## config.mk

```make
export PLATFORM = sky130hd
export DESIGN_NAME = cut_mode_quadrant_decoder_top
export DESIGN_NICKNAME = d
export VERILOG_FILES = /design/src/rtl/cmqd_pkg.sv /design/src/rtl/cmqd_core.sv /design/src/rtl/cut_mode_quadrant_decoder_top.sv
export VERILOG_INCLUDE_DIRS = /design/src /design/src/rtl
export SDC_FILE = /design/constraint.sdc
export NUM_CORES = 1
export LEC_CHECK = 0
export BUFFER_PORTS_ARGS = -buffer_cell sky130_fd_sc_hd__buf_2
export CAP_MARGIN = 0
export CORE_ASPECT_RATIO = 1.75
export CORE_UTILIZATION = 30
export CTS_CLUSTER_SIZE = 40
export DETAILED_ROUTE_END_ITERATION = 12
export SYNTH_ARGS = -nofsm -noshare
export SYNTH_HDL_FRONTEND = slang
export SYNTH_HIERARCHICAL = 1
export SYNTH_SLANG_ARGS = --single-unit
```

## constraint.sdc

```tcl
create_clock -name clock -period 4.5 [get_ports clock]
set_input_delay 0.9 -clock clock [delete_from_list [all_inputs] [get_ports clock]]
set_output_delay 0.9 -clock clock [all_outputs]
set_load 0.05 [all_outputs]
```

## src/rtl/assert_macros.svh

```systemverilog
// ---------------------------------------------------------------------------
// Assertion macros
// Implication checks shared by the RTL; empty when SYNTH is defined.
// ---------------------------------------------------------------------------
`ifndef ASSERT_MACROS_SVH
`define ASSERT_MACROS_SVH

`ifndef SYNTH
// same-cycle implication
`define CMQD_ASSERT_IMP(lbl, clk, rst, ante, cons) \
   lbl: assert property (@(posedge clk) disable iff (rst) (ante) |-> (cons)) \
      else $error("assertion failed");
// next-cycle implication
`define CMQD_ASSERT_NXT(lbl, clk, rst, ante, cons) \
   lbl: assert property (@(posedge clk) disable iff (rst) (ante) |=> (cons)) \
      else $error("assertion failed");
`else
`define CMQD_ASSERT_IMP(lbl, clk, rst, ante, cons)
`define CMQD_ASSERT_NXT(lbl, clk, rst, ante, cons)
`endif

`endif

```

## src/rtl/cmqd_pkg.sv

```systemverilog
// ---------------------------------------------------------------------------
// cmqd_pkg
// Types, codes and ROM tables for the CUT-mode quadrant decoder.
// ---------------------------------------------------------------------------
`timescale 1ns / 1ps

package cmqd_pkg;

   localparam int NumQuads = 4;
   localparam int NumSyms  = 77;
   localparam int SymIxW   = $clog2(NumSyms);

   localparam logic [2:0] QUAD_NONE = 3'd4;
   localparam logic [1:0] QUAD_TWO  = 2'd2;

   localparam logic [7:0] SEL_Q0     = 8'h5e;
   localparam logic [7:0] SEL_Q1     = 8'h7e;
   localparam logic [7:0] SEL_Q2     = 8'h5c;
   localparam logic [7:0] SEL_Q3     = 8'h7d;
   localparam logic [7:0] LOW_BYTE   = 8'h40;
   localparam logic [7:0] HIGH_BYTE  = 8'hf9;
   localparam logic [7:0] NULL_CODE  = 8'hc1;
   localparam logic [7:0] CHAR_CR    = 8'h0d;
   localparam logic [7:0] CHAR_SUB   = 8'h1a;

   typedef enum logic {
      CSR_ASCII_MODE = 1'b0,
      CSR_STRIP_CR   = 1'b1
   } csr_index_type;

   typedef struct packed {
      logic       kind;
      logic [7:0] data_byte;
      logic       frame_end;
   } req_type;

   typedef struct packed {
      logic       out_valid;
      logic [7:0] out_byte;
      logic       conv_error;
      logic       last_of_frame;
   } rsp_type;

   typedef struct packed {
      logic ascii_mode;
      logic strip_cr;
   } cfg_type;

   localparam logic [7:0] QUAD_ROM [NumQuads][NumSyms] = '{
      '{8'h40,8'hc1,8'hc2,8'hc3,8'hc4,8'hc5,8'hc6,8'hc7,8'hc8,8'hc9,8'hd1,8'hd2,
        8'hd3,8'hd4,8'hd5,8'hd6,8'hd7,8'hd8,8'hd9,8'he2,8'he3,8'he4,8'he5,8'he6,
        8'he7,8'he8,8'he9,8'h81,8'h82,8'h83,8'h84,8'h85,8'h86,8'h87,8'h88,8'h89,
        8'h91,8'h92,8'h93,8'h94,8'h95,8'h96,8'h97,8'h98,8'h99,8'ha2,8'ha3,8'ha4,
        8'ha5,8'ha6,8'ha7,8'ha8,8'ha9,8'hf0,8'hf1,8'hf2,8'hf3,8'hf4,8'hf5,8'hf6,
        8'hf7,8'hf8,8'hf9,8'h6c,8'h50,8'h6d,8'h4d,8'h5d,8'h4c,8'h4e,8'h6b,8'h60,
        8'h4b,8'h61,8'h7a,8'h6e,8'h6f},
      '{8'h20,8'h41,8'h42,8'h43,8'h44,8'h45,8'h46,8'h47,8'h48,8'h49,8'h4a,8'h4b,
        8'h4c,8'h4d,8'h4e,8'h4f,8'h50,8'h51,8'h52,8'h53,8'h54,8'h55,8'h56,8'h57,
        8'h58,8'h59,8'h5a,8'h61,8'h62,8'h63,8'h64,8'h65,8'h66,8'h67,8'h68,8'h69,
        8'h6a,8'h6b,8'h6c,8'h6d,8'h6e,8'h6f,8'h70,8'h71,8'h72,8'h73,8'h74,8'h75,
        8'h76,8'h77,8'h78,8'h79,8'h7a,8'h30,8'h31,8'h32,8'h33,8'h34,8'h35,8'h36,
        8'h37,8'h38,8'h39,8'h25,8'h26,8'h27,8'h28,8'h29,8'h2a,8'h2b,8'h2c,8'h2d,
        8'h2e,8'h2f,8'h3a,8'h3b,8'h3f},
      '{8'h00,8'h00,8'h01,8'h02,8'h03,8'h04,8'h05,8'h06,8'h07,8'h08,8'h09,8'h0a,
        8'h0b,8'h0c,8'h0d,8'h0e,8'h0f,8'h10,8'h11,8'h12,8'h13,8'h14,8'h15,8'h16,
        8'h17,8'h18,8'h19,8'h00,8'h00,8'h00,8'h00,8'h00,8'h00,8'h00,8'h00,8'h00,
        8'h00,8'h00,8'h00,8'h00,8'h00,8'h00,8'h00,8'h00,8'h00,8'h00,8'h00,8'h00,
        8'h00,8'h00,8'h00,8'h00,8'h00,8'h3c,8'h3d,8'h3e,8'h00,8'hfa,8'hfb,8'hfc,
        8'hfd,8'hfe,8'hff,8'h7b,8'h7c,8'h7d,8'h7e,8'h7f,8'h1a,8'h1b,8'h1c,8'h1d,
        8'h1e,8'h1f,8'h00,8'h00,8'h00},
      '{8'h00,8'ha0,8'ha1,8'hea,8'heb,8'hec,8'hed,8'hee,8'hef,8'he0,8'he1,8'haa,
        8'hab,8'hac,8'had,8'hae,8'haf,8'hb0,8'hb1,8'hb2,8'hb3,8'hb4,8'hb5,8'hb6,
        8'hb7,8'hb8,8'hb9,8'h80,8'h00,8'hca,8'hcb,8'hcc,8'hcd,8'hce,8'hcf,8'hc0,
        8'h00,8'h8a,8'h8b,8'h8c,8'h8d,8'h8e,8'h8f,8'h90,8'h00,8'hda,8'hdb,8'hdc,
        8'hdd,8'hde,8'hdf,8'hd0,8'h00,8'h00,8'h21,8'h22,8'h23,8'h24,8'h5b,8'h5c,
        8'h00,8'h5e,8'h5f,8'h00,8'h9c,8'h9d,8'h9e,8'h9f,8'hba,8'hbb,8'hbc,8'hbd,
        8'hbe,8'hbf,8'h9a,8'h9b,8'h00}
   };

   // Position of b in the quadrant-0 alphabet; bit SymIxW flags a hit.
   function automatic logic [SymIxW:0] symbol_of(input logic [7:0] b);
      logic [SymIxW:0] res;
      res = '0;
      for (int i = NumSyms - 1; i >= 0; i--) begin
         if (QUAD_ROM[0][i] == b) begin
            res = {1'b1, SymIxW'(i)};
         end
      end
      return res;
   endfunction

endpackage

```

## src/rtl/cmqd_core.sv

```systemverilog
// ---------------------------------------------------------------------------
// cmqd_core
// Quadrant and abort state plus the single-pass decode of one beat.
// ---------------------------------------------------------------------------
`timescale 1ns / 1ps
`include "assert_macros.svh"

module cmqd_core
   import cmqd_pkg::*;
(
   input  logic    clock,
   input  logic    reset,
   input  logic    step,
   input  req_type item,
   input  cfg_type cfg,
   output rsp_type result
);

   logic [2:0]        quad_ff, quad_in;
   logic              abort_ff, abort_in;
   logic              sel_hit;
   logic [1:0]        sel_q;
   logic [SymIxW:0]   sym;
   logic [7:0]        rom_val;
   logic              fail;
   logic [7:0]        b;

   assign b = item.data_byte;

   always_comb begin
      sel_hit = 1'b1;
      sel_q   = 2'd0;
      case (b)
         SEL_Q0:  sel_q = 2'd0;
         SEL_Q1:  sel_q = 2'd1;
         SEL_Q2:  sel_q = 2'd2;
         SEL_Q3:  sel_q = 2'd3;
         default: sel_hit = 1'b0;
      endcase
   end

   assign sym     = symbol_of(b);
   assign rom_val = QUAD_ROM[quad_ff[1:0]][sym[SymIxW-1:0]];

   always_comb begin
      quad_in              = quad_ff;
      abort_in             = abort_ff;
      fail                 = 1'b0;
      result               = '0;
      result.last_of_frame = item.frame_end;
      if (item.kind) begin
         quad_in  = QUAD_NONE;
         abort_in = 1'b0;
      end else if (!abort_ff) begin
         if (quad_ff[2]) begin
            if (sel_hit) quad_in = {1'b0, sel_q};
            else         fail = 1'b1;
         end else if (b < LOW_BYTE || b > HIGH_BYTE) begin
            fail = 1'b1;
         end else if (!sym[SymIxW]) begin
            if (sel_hit) quad_in = {1'b0, sel_q};
            else         fail = 1'b1;
         end else if (quad_ff[1:0] != QUAD_TWO && b != NULL_CODE && rom_val == 8'h00) begin
            fail = 1'b1;
         end else if (!(cfg.ascii_mode && cfg.strip_cr &&
                        (rom_val == CHAR_CR || rom_val == CHAR_SUB))) begin
            result.out_valid = 1'b1;
            result.out_byte  = rom_val;
         end
         if (fail) begin
            abort_in          = 1'b1;
            quad_in           = QUAD_NONE;
            result.conv_error = 1'b1;
         end
      end
   end

   always_ff @(posedge clock) begin
      if (reset) begin
         quad_ff  <= QUAD_NONE;
         abort_ff <= 1'b0;
      end else if (step) begin
         quad_ff  <= quad_in;
         abort_ff <= abort_in;
      end
   end

   `CMQD_ASSERT_IMP(a_quad_legal, clock, reset, quad_ff[2], quad_ff[1:0] == 2'd0)
   `CMQD_ASSERT_IMP(a_err_no_data, clock, reset, step, !(result.conv_error && result.out_valid))
   `CMQD_ASSERT_NXT(a_err_aborts, clock, reset, step && result.conv_error, abort_ff && quad_ff == QUAD_NONE)
   `CMQD_ASSERT_NXT(a_start_clears, clock, reset, step && item.kind, !abort_ff && quad_ff == QUAD_NONE)
   `CMQD_ASSERT_NXT(a_abort_holds, clock, reset, step && !item.kind && abort_ff, abort_ff && $stable(quad_ff))

endmodule

```

## src/rtl/cut_mode_quadrant_decoder_top.sv

```systemverilog
// ---------------------------------------------------------------------------
// cut_mode_quadrant_decoder_top
// Decoder for the quadrant-shifted EBCDIC stream of a CUT-mode transfer.
// ---------------------------------------------------------------------------
//  channel | direction | handshake                 | payload
//  req_    | in        | req_valid / req_ready     | req_data  (req_type)
//  rsp_    | out       | rsp_valid / rsp_ready     | rsp_data  (rsp_type)
//  csr_    | in        | csr_valid / csr_ready     | csr_index, csr_wdata
//
//  Every accepted beat yields exactly one response beat: it is held in the input
//  register, then passes through the decode ROMs into the response register.
//  Sustained rate is one beat per cycle while the output is not stalled.
//  A stalled response back-pressures the input register only when both are full.
//  Reset clears the quadrant to none, the abort flag and both config bits.
//  The config port is always ready.
// ---------------------------------------------------------------------------
`timescale 1ns / 1ps

module cut_mode_quadrant_decoder_top
   import cmqd_pkg::*;
(
   input  logic    clock,
   input  logic    reset,
   input  logic    req_valid,
   output logic    req_ready,
   input  req_type req_data,
   output logic    rsp_valid,
   input  logic    rsp_ready,
   output rsp_type rsp_data,
   input  logic    csr_valid,
   output logic    csr_ready,
   input  logic    csr_index,
   input  logic    csr_wdata
);

   req_type item_ff;
   logic    item_valid_ff;
   rsp_type rsp_ff;
   rsp_type rsp_in;
   logic    rsp_valid_ff;
   cfg_type cfg_ff;
   logic    out_free;
   logic    step;

   // the response register takes a new beat when empty or drained this cycle
   assign out_free  = !rsp_valid_ff || rsp_ready;
   assign step      = item_valid_ff && out_free;
   assign req_ready = !item_valid_ff || step;
   assign csr_ready = 1'b1;

   // input register: hold the beat until the decode stage advances
   always_ff @(posedge clock) begin
      if (reset) begin
         item_valid_ff <= 1'b0;
      end else if (req_ready) begin
         item_valid_ff <= req_valid;
      end
   end

   always_ff @(posedge clock) begin
      if (req_valid && req_ready) begin
         item_ff <= req_data;
      end
   end

   cmqd_core u_core (
      .clock  (clock),
      .reset  (reset),
      .step   (step),
      .item   (item_ff),
      .cfg    (cfg_ff),
      .result (rsp_in)
   );

   // response register: advance on step, drop valid once taken
   always_ff @(posedge clock) begin
      if (reset) begin
         rsp_valid_ff <= 1'b0;
      end else if (out_free) begin
         rsp_valid_ff <= step;
      end
   end

   always_ff @(posedge clock) begin
      if (step) begin
         rsp_ff <= rsp_in;
      end
   end

   assign rsp_valid = rsp_valid_ff;
   assign rsp_data  = rsp_ff;

   // configuration registers
   always_ff @(posedge clock) begin
      if (reset) begin
         cfg_ff <= '0;
      end else if (csr_valid && csr_ready) begin
         case (csr_index_type'(csr_index))
            CSR_ASCII_MODE: cfg_ff.ascii_mode <= csr_wdata;
            CSR_STRIP_CR:   cfg_ff.strip_cr   <= csr_wdata;
            default:        cfg_ff            <= cfg_ff;
         endcase
      end
   end

endmodule
```

==> results.py <==
metrics = {
    "timing": {
        "post-route-period-util_pct": 97.1,
        "period_needed_ns": 4.37,
        "finalClockSkew_ns": 0.00352,
        "tightest_slew_ns": 0.676,
        "slew_violations": 0,
        "finalSetupViolCount": 0,
        "final_hold_viol_count": 0,
        "max_freq_mhz": 229,
        "whs_ns": 0.416,
        "slew_headroom_pct": 55.0,
    },
    "global_route": {
        "met3_usage_pct": 3.82,
        "grt_max_degree": 39,
        "grt.busiest_layer": "met2",
        "met2_usage_pct": 55.8,
        "antenna_found_initial": 0,
        "grt_use_met1_pct": 29.9,
        "grt_usage_pct": 29.7,
        "grt_pass1_wl_um": 37400,
        "gr-total-overflow": 0,
        "first_global_vias": 6171,
    },
    "run_status": {
        "status": "finished clean",
    },
    "synthesis": {
        "yosysUniqueCellTypes": 95,
        "synthCells": 675,
        "synthFlopType": "edfxtp_1",
        "syn-num-nets": 706,
        "synthArstFlopShare_pct": 0,
        "synth_edf_count": 21,
        "ys_ff_latch": 29,
        "synthesis.area_um2": 4910,
        "syn_avg_cell_area_um2": 7.27,
        "yosysWarnings": 6,
        "ys_seq_area_share_pct": 16.1,
    },
    "cts": {
        "path_clk_slew_ns": 0.05,
        "cts_root_buffer": "clkbuf_16",
        "htreeDepth": 2,
        "clockBufferDepth": 2,
        "clock-sinks": 29,
        "cts_buffers": 5,
        "hold_buffers": 0,
        "cts_tree": "built",
        "clk_latency_ns": 0.27,
    },
    "critical_path": {
        "r2r-start": "item_ff[3]$_DFFE_PP_",
        "critical_path.endpoint": "rsp_data[8]$_DFFE_PP_",
        "critPathCaptureType": "register",
        "critPathLaunchType": "register",
        "cp_data_arrival_time_ns": 4.37,
        "critPathRequiredTime_ns": 4.50,
        "startpoint": "item_ff[3]$_DFFE_PP_",
        "r2r_end": "rsp_data[8]$_DFFE_PP_",
        "r2r_setup_slack_ns": 0.13,
        "crit_type": "register to register",
        "worst-r2r-cell-count": 19,
        "crit_fanout": 8,
    },
    "routing": {
        "antenna_left": 0,
        "wirelength_um": 25500,
        "firstDrtPassIters": 5,
        "dr.first_iter.drc_count": 431,
        "routedWlPerCell_um": 25.7,
        "vias": 6435,
        "drcViolationCount": 0,
        "viasPerCell": 6.49,
    },
    "placed_design": {
        "dp.final_hpwl_um": 19200,
        "gp_congestion": 1.04,
        "dp_cells": 973,
        "numPortBuffers": 29,
    },
    "worst_hold_path": {
        "hp-class": "register to register",
    },
    "final_layout": {
        "final_cells": 992,
        "mostFrequentLayoutCells": "buf_4 (145), nand2_1 (58), nor2_1 (57)",
        "final_util_pct": 42.9,
        "layout_commonest_cell": "buf_4",
        "diodes": 0,
        "syn_to_final_growth_pct": 39.3,
        "drive_gt1_share_pct": 35.2,
        "nNetsFinal": 833,
    },
    "power": {
        "power_density_nw_per_um2": 215,
        "peakVddDrop_mv": 0.244,
        "leakage_nw": 2.63,
        "finalPower_mw": 1.47,
    },
    "run": {
        "cap_violations": 0,
    },
    "floorplan": {
        "num_rows": 61,
        "die_w_um": 98.7,
        "die_area_um2": 16900,
        "dieHeight_um": 171,
        "core_area_um2": 16000,
        "initial_core_util_pct": 30.8,
        "pin_count": 31,
    },
}
[state kept, by name, indices dropped and copies added (netlist names)]
| register | count |
|---|---|
| rsp_valid | 1 |
| u_core/quad_ff | 3 |
| u_core/abort_ff | 1 |
| cfg_ff | 2 |
| rsp_data | 11 |
| item_ff | 10 |
| item_valid_ff | 1 |
[cells by family after synthesis]
family                   count (synthesis)  synth area share (%)
adder cells (fa/ha/maj)                 14                  3.57
multiplexers                            14                  2.85
XOR/XNOR                                 9                  1.61
flip-flops                              29                  16.1
AO/OA/AOI/OAI                          223                  33.0
AND/OR/NAND/NOR                        298                  33.4
buffers and inverters                   87                  9.48
other                                    1                0.0764
[metal layers]
metal / routed length [um] / part of all wire, %
met3: 1560 / 6.1
met5: 0 / 0
met4: 2570 / 10
met2: 13200 / 52
met1: 8220 / 32
[Yosys cell counts (4+ instances only)]
| library cell | n | area (um^2) |
|---|---|---|
| buf_2 | 30 | 150 |
| or3_1 | 5 | 31.3 |
| nand2b_1 | 13 | 81.3 |
| edfxtp_1 | 21 | 631 |
| dfxtp_1 | 8 | 160 |
| nor2b_1 | 13 | 81.3 |
| nand2_1 | 64 | 240 |
| inv_1 | 11 | 41.3 |
| clkbuf_1 | 18 | 67.6 |
| ha_1 | 14 | 175 |
| nor4_1 | 12 | 75.1 |
| a2111oi_0 | 5 | 43.8 |
| nor3_1 | 17 | 85.1 |
| o211ai_1 | 21 | 158 |
| a211o_1 | 4 | 35.0 |
| o2111ai_1 | 4 | 35.0 |
| o21ai_0 | 34 | 170 |
| nor2_1 | 60 | 225 |
| nand3b_1 | 6 | 45.0 |
| a31oi_1 | 21 | 131 |
| o31ai_1 | 5 | 37.5 |
| a32oi_1 | 5 | 43.8 |
| a21oi_1 | 38 | 190 |
| nor4bb_1 | 4 | 40.0 |
| a311oi_1 | 9 | 78.8 |
| nor3b_1 | 5 | 37.5 |
| a211oi_1 | 8 | 60.1 |
| mux2i_1 | 14 | 140 |
| nand4_1 | 16 | 100 |
| buf_4 | 21 | 158 |
| xnor2_1 | 8 | 70.1 |
| a221oi_1 | 7 | 61.3 |
| nor2_2 | 4 | 25.0 |
| nand4b_1 | 8 | 70.1 |
| o22ai_1 | 5 | 31.3 |
| nand3_1 | 27 | 135 |
| and2_1 | 10 | 62.6 |
| and3_1 | 7 | 43.8 |
[critical path, stage by stage, from the launching register on]
cell,delay [ns]
edfxtp_1,0.49
buf_12,0.19
buf_4,0.16
nand4b_1,0.19
buf_4,0.18
nor4_2,0.05
nor3_2,0.29
nand4_1,0.22
or2_4,0.31
buf_4,0.18
buf_4,0.16
nor2_2,0.20
o311ai_1,0.17
and4_1,0.22
a21oi_2,0.22
nand4_1,0.22
buf_4,0.21
nor3_4,0.17
a211o_2,0.20
a21oi_1,0.06
[power breakdown]
part | switching (mW) | internal [mW] | leakage, nW
logic | 0.497 | 0.365 | 2.29
clock network | 0.104 | 0.199 | 0.0687
registers | 0.00803 | 0.300 | 0.270
[how the worst min path moves through the flow]
stage / from / to / slack (ns) / cells past startpoint
after floorplan: cfg_ff[1]$_SDFFE_PP0P_ / cfg_ff[1]$_SDFFE_PP0P_ / 0.44 / 2
after global placement: item_ff[0]$_DFFE_PP_ / rsp_data[0]$_DFFE_PP_ / 0.40 / 0
after detailed placement: item_ff[0]$_DFFE_PP_ / rsp_data[0]$_DFFE_PP_ / 0.41 / 0
after CTS: item_ff[0]$_DFFE_PP_ / rsp_data[0]$_DFFE_PP_ / 0.42 / 0
after global routing: item_ff[0]$_DFFE_PP_ / rsp_data[0]$_DFFE_PP_ / 0.43 / 0
final: item_ff[0]$_DFFE_PP_ / rsp_data[0]$_DFFE_PP_ / 0.42 / 0
[cell type report]
class                           count  area [um^2]
Clock inverter                      3         12.5
Multi-Input combinational cell    560         4070
Timing Repair Buffer              193         1560
Tap cell                          189          236
Fill cell                        1629         9110
Inverter                           13         51.3
Clock buffer                        5          125
Sequential cell                    29          791
[repair_timing]
action	4_1_cts	5_1_grt
cloned	0	2
resized for setup	7	87
pin swaps	0	31
setup buffers	0	9
setup endpoints to repair	14	14
[through the flow]
step | setup TNS [ns] | setup WS (ns) | instance area [um^2]
2_1_floorplan | 0 | 0.252 | 4910
3_3_place_gp | -2.95 | -0.273 | 6170
3_5_place_dp | -2.28 | -0.233 | 6170
4_1_cts | 0 | 0.0284 | 6340
5_1_grt | -0.464 | -0.0859 | 6840
6_report | 0 | 0.130 | 6840
(Power assumes the default switching activity.)
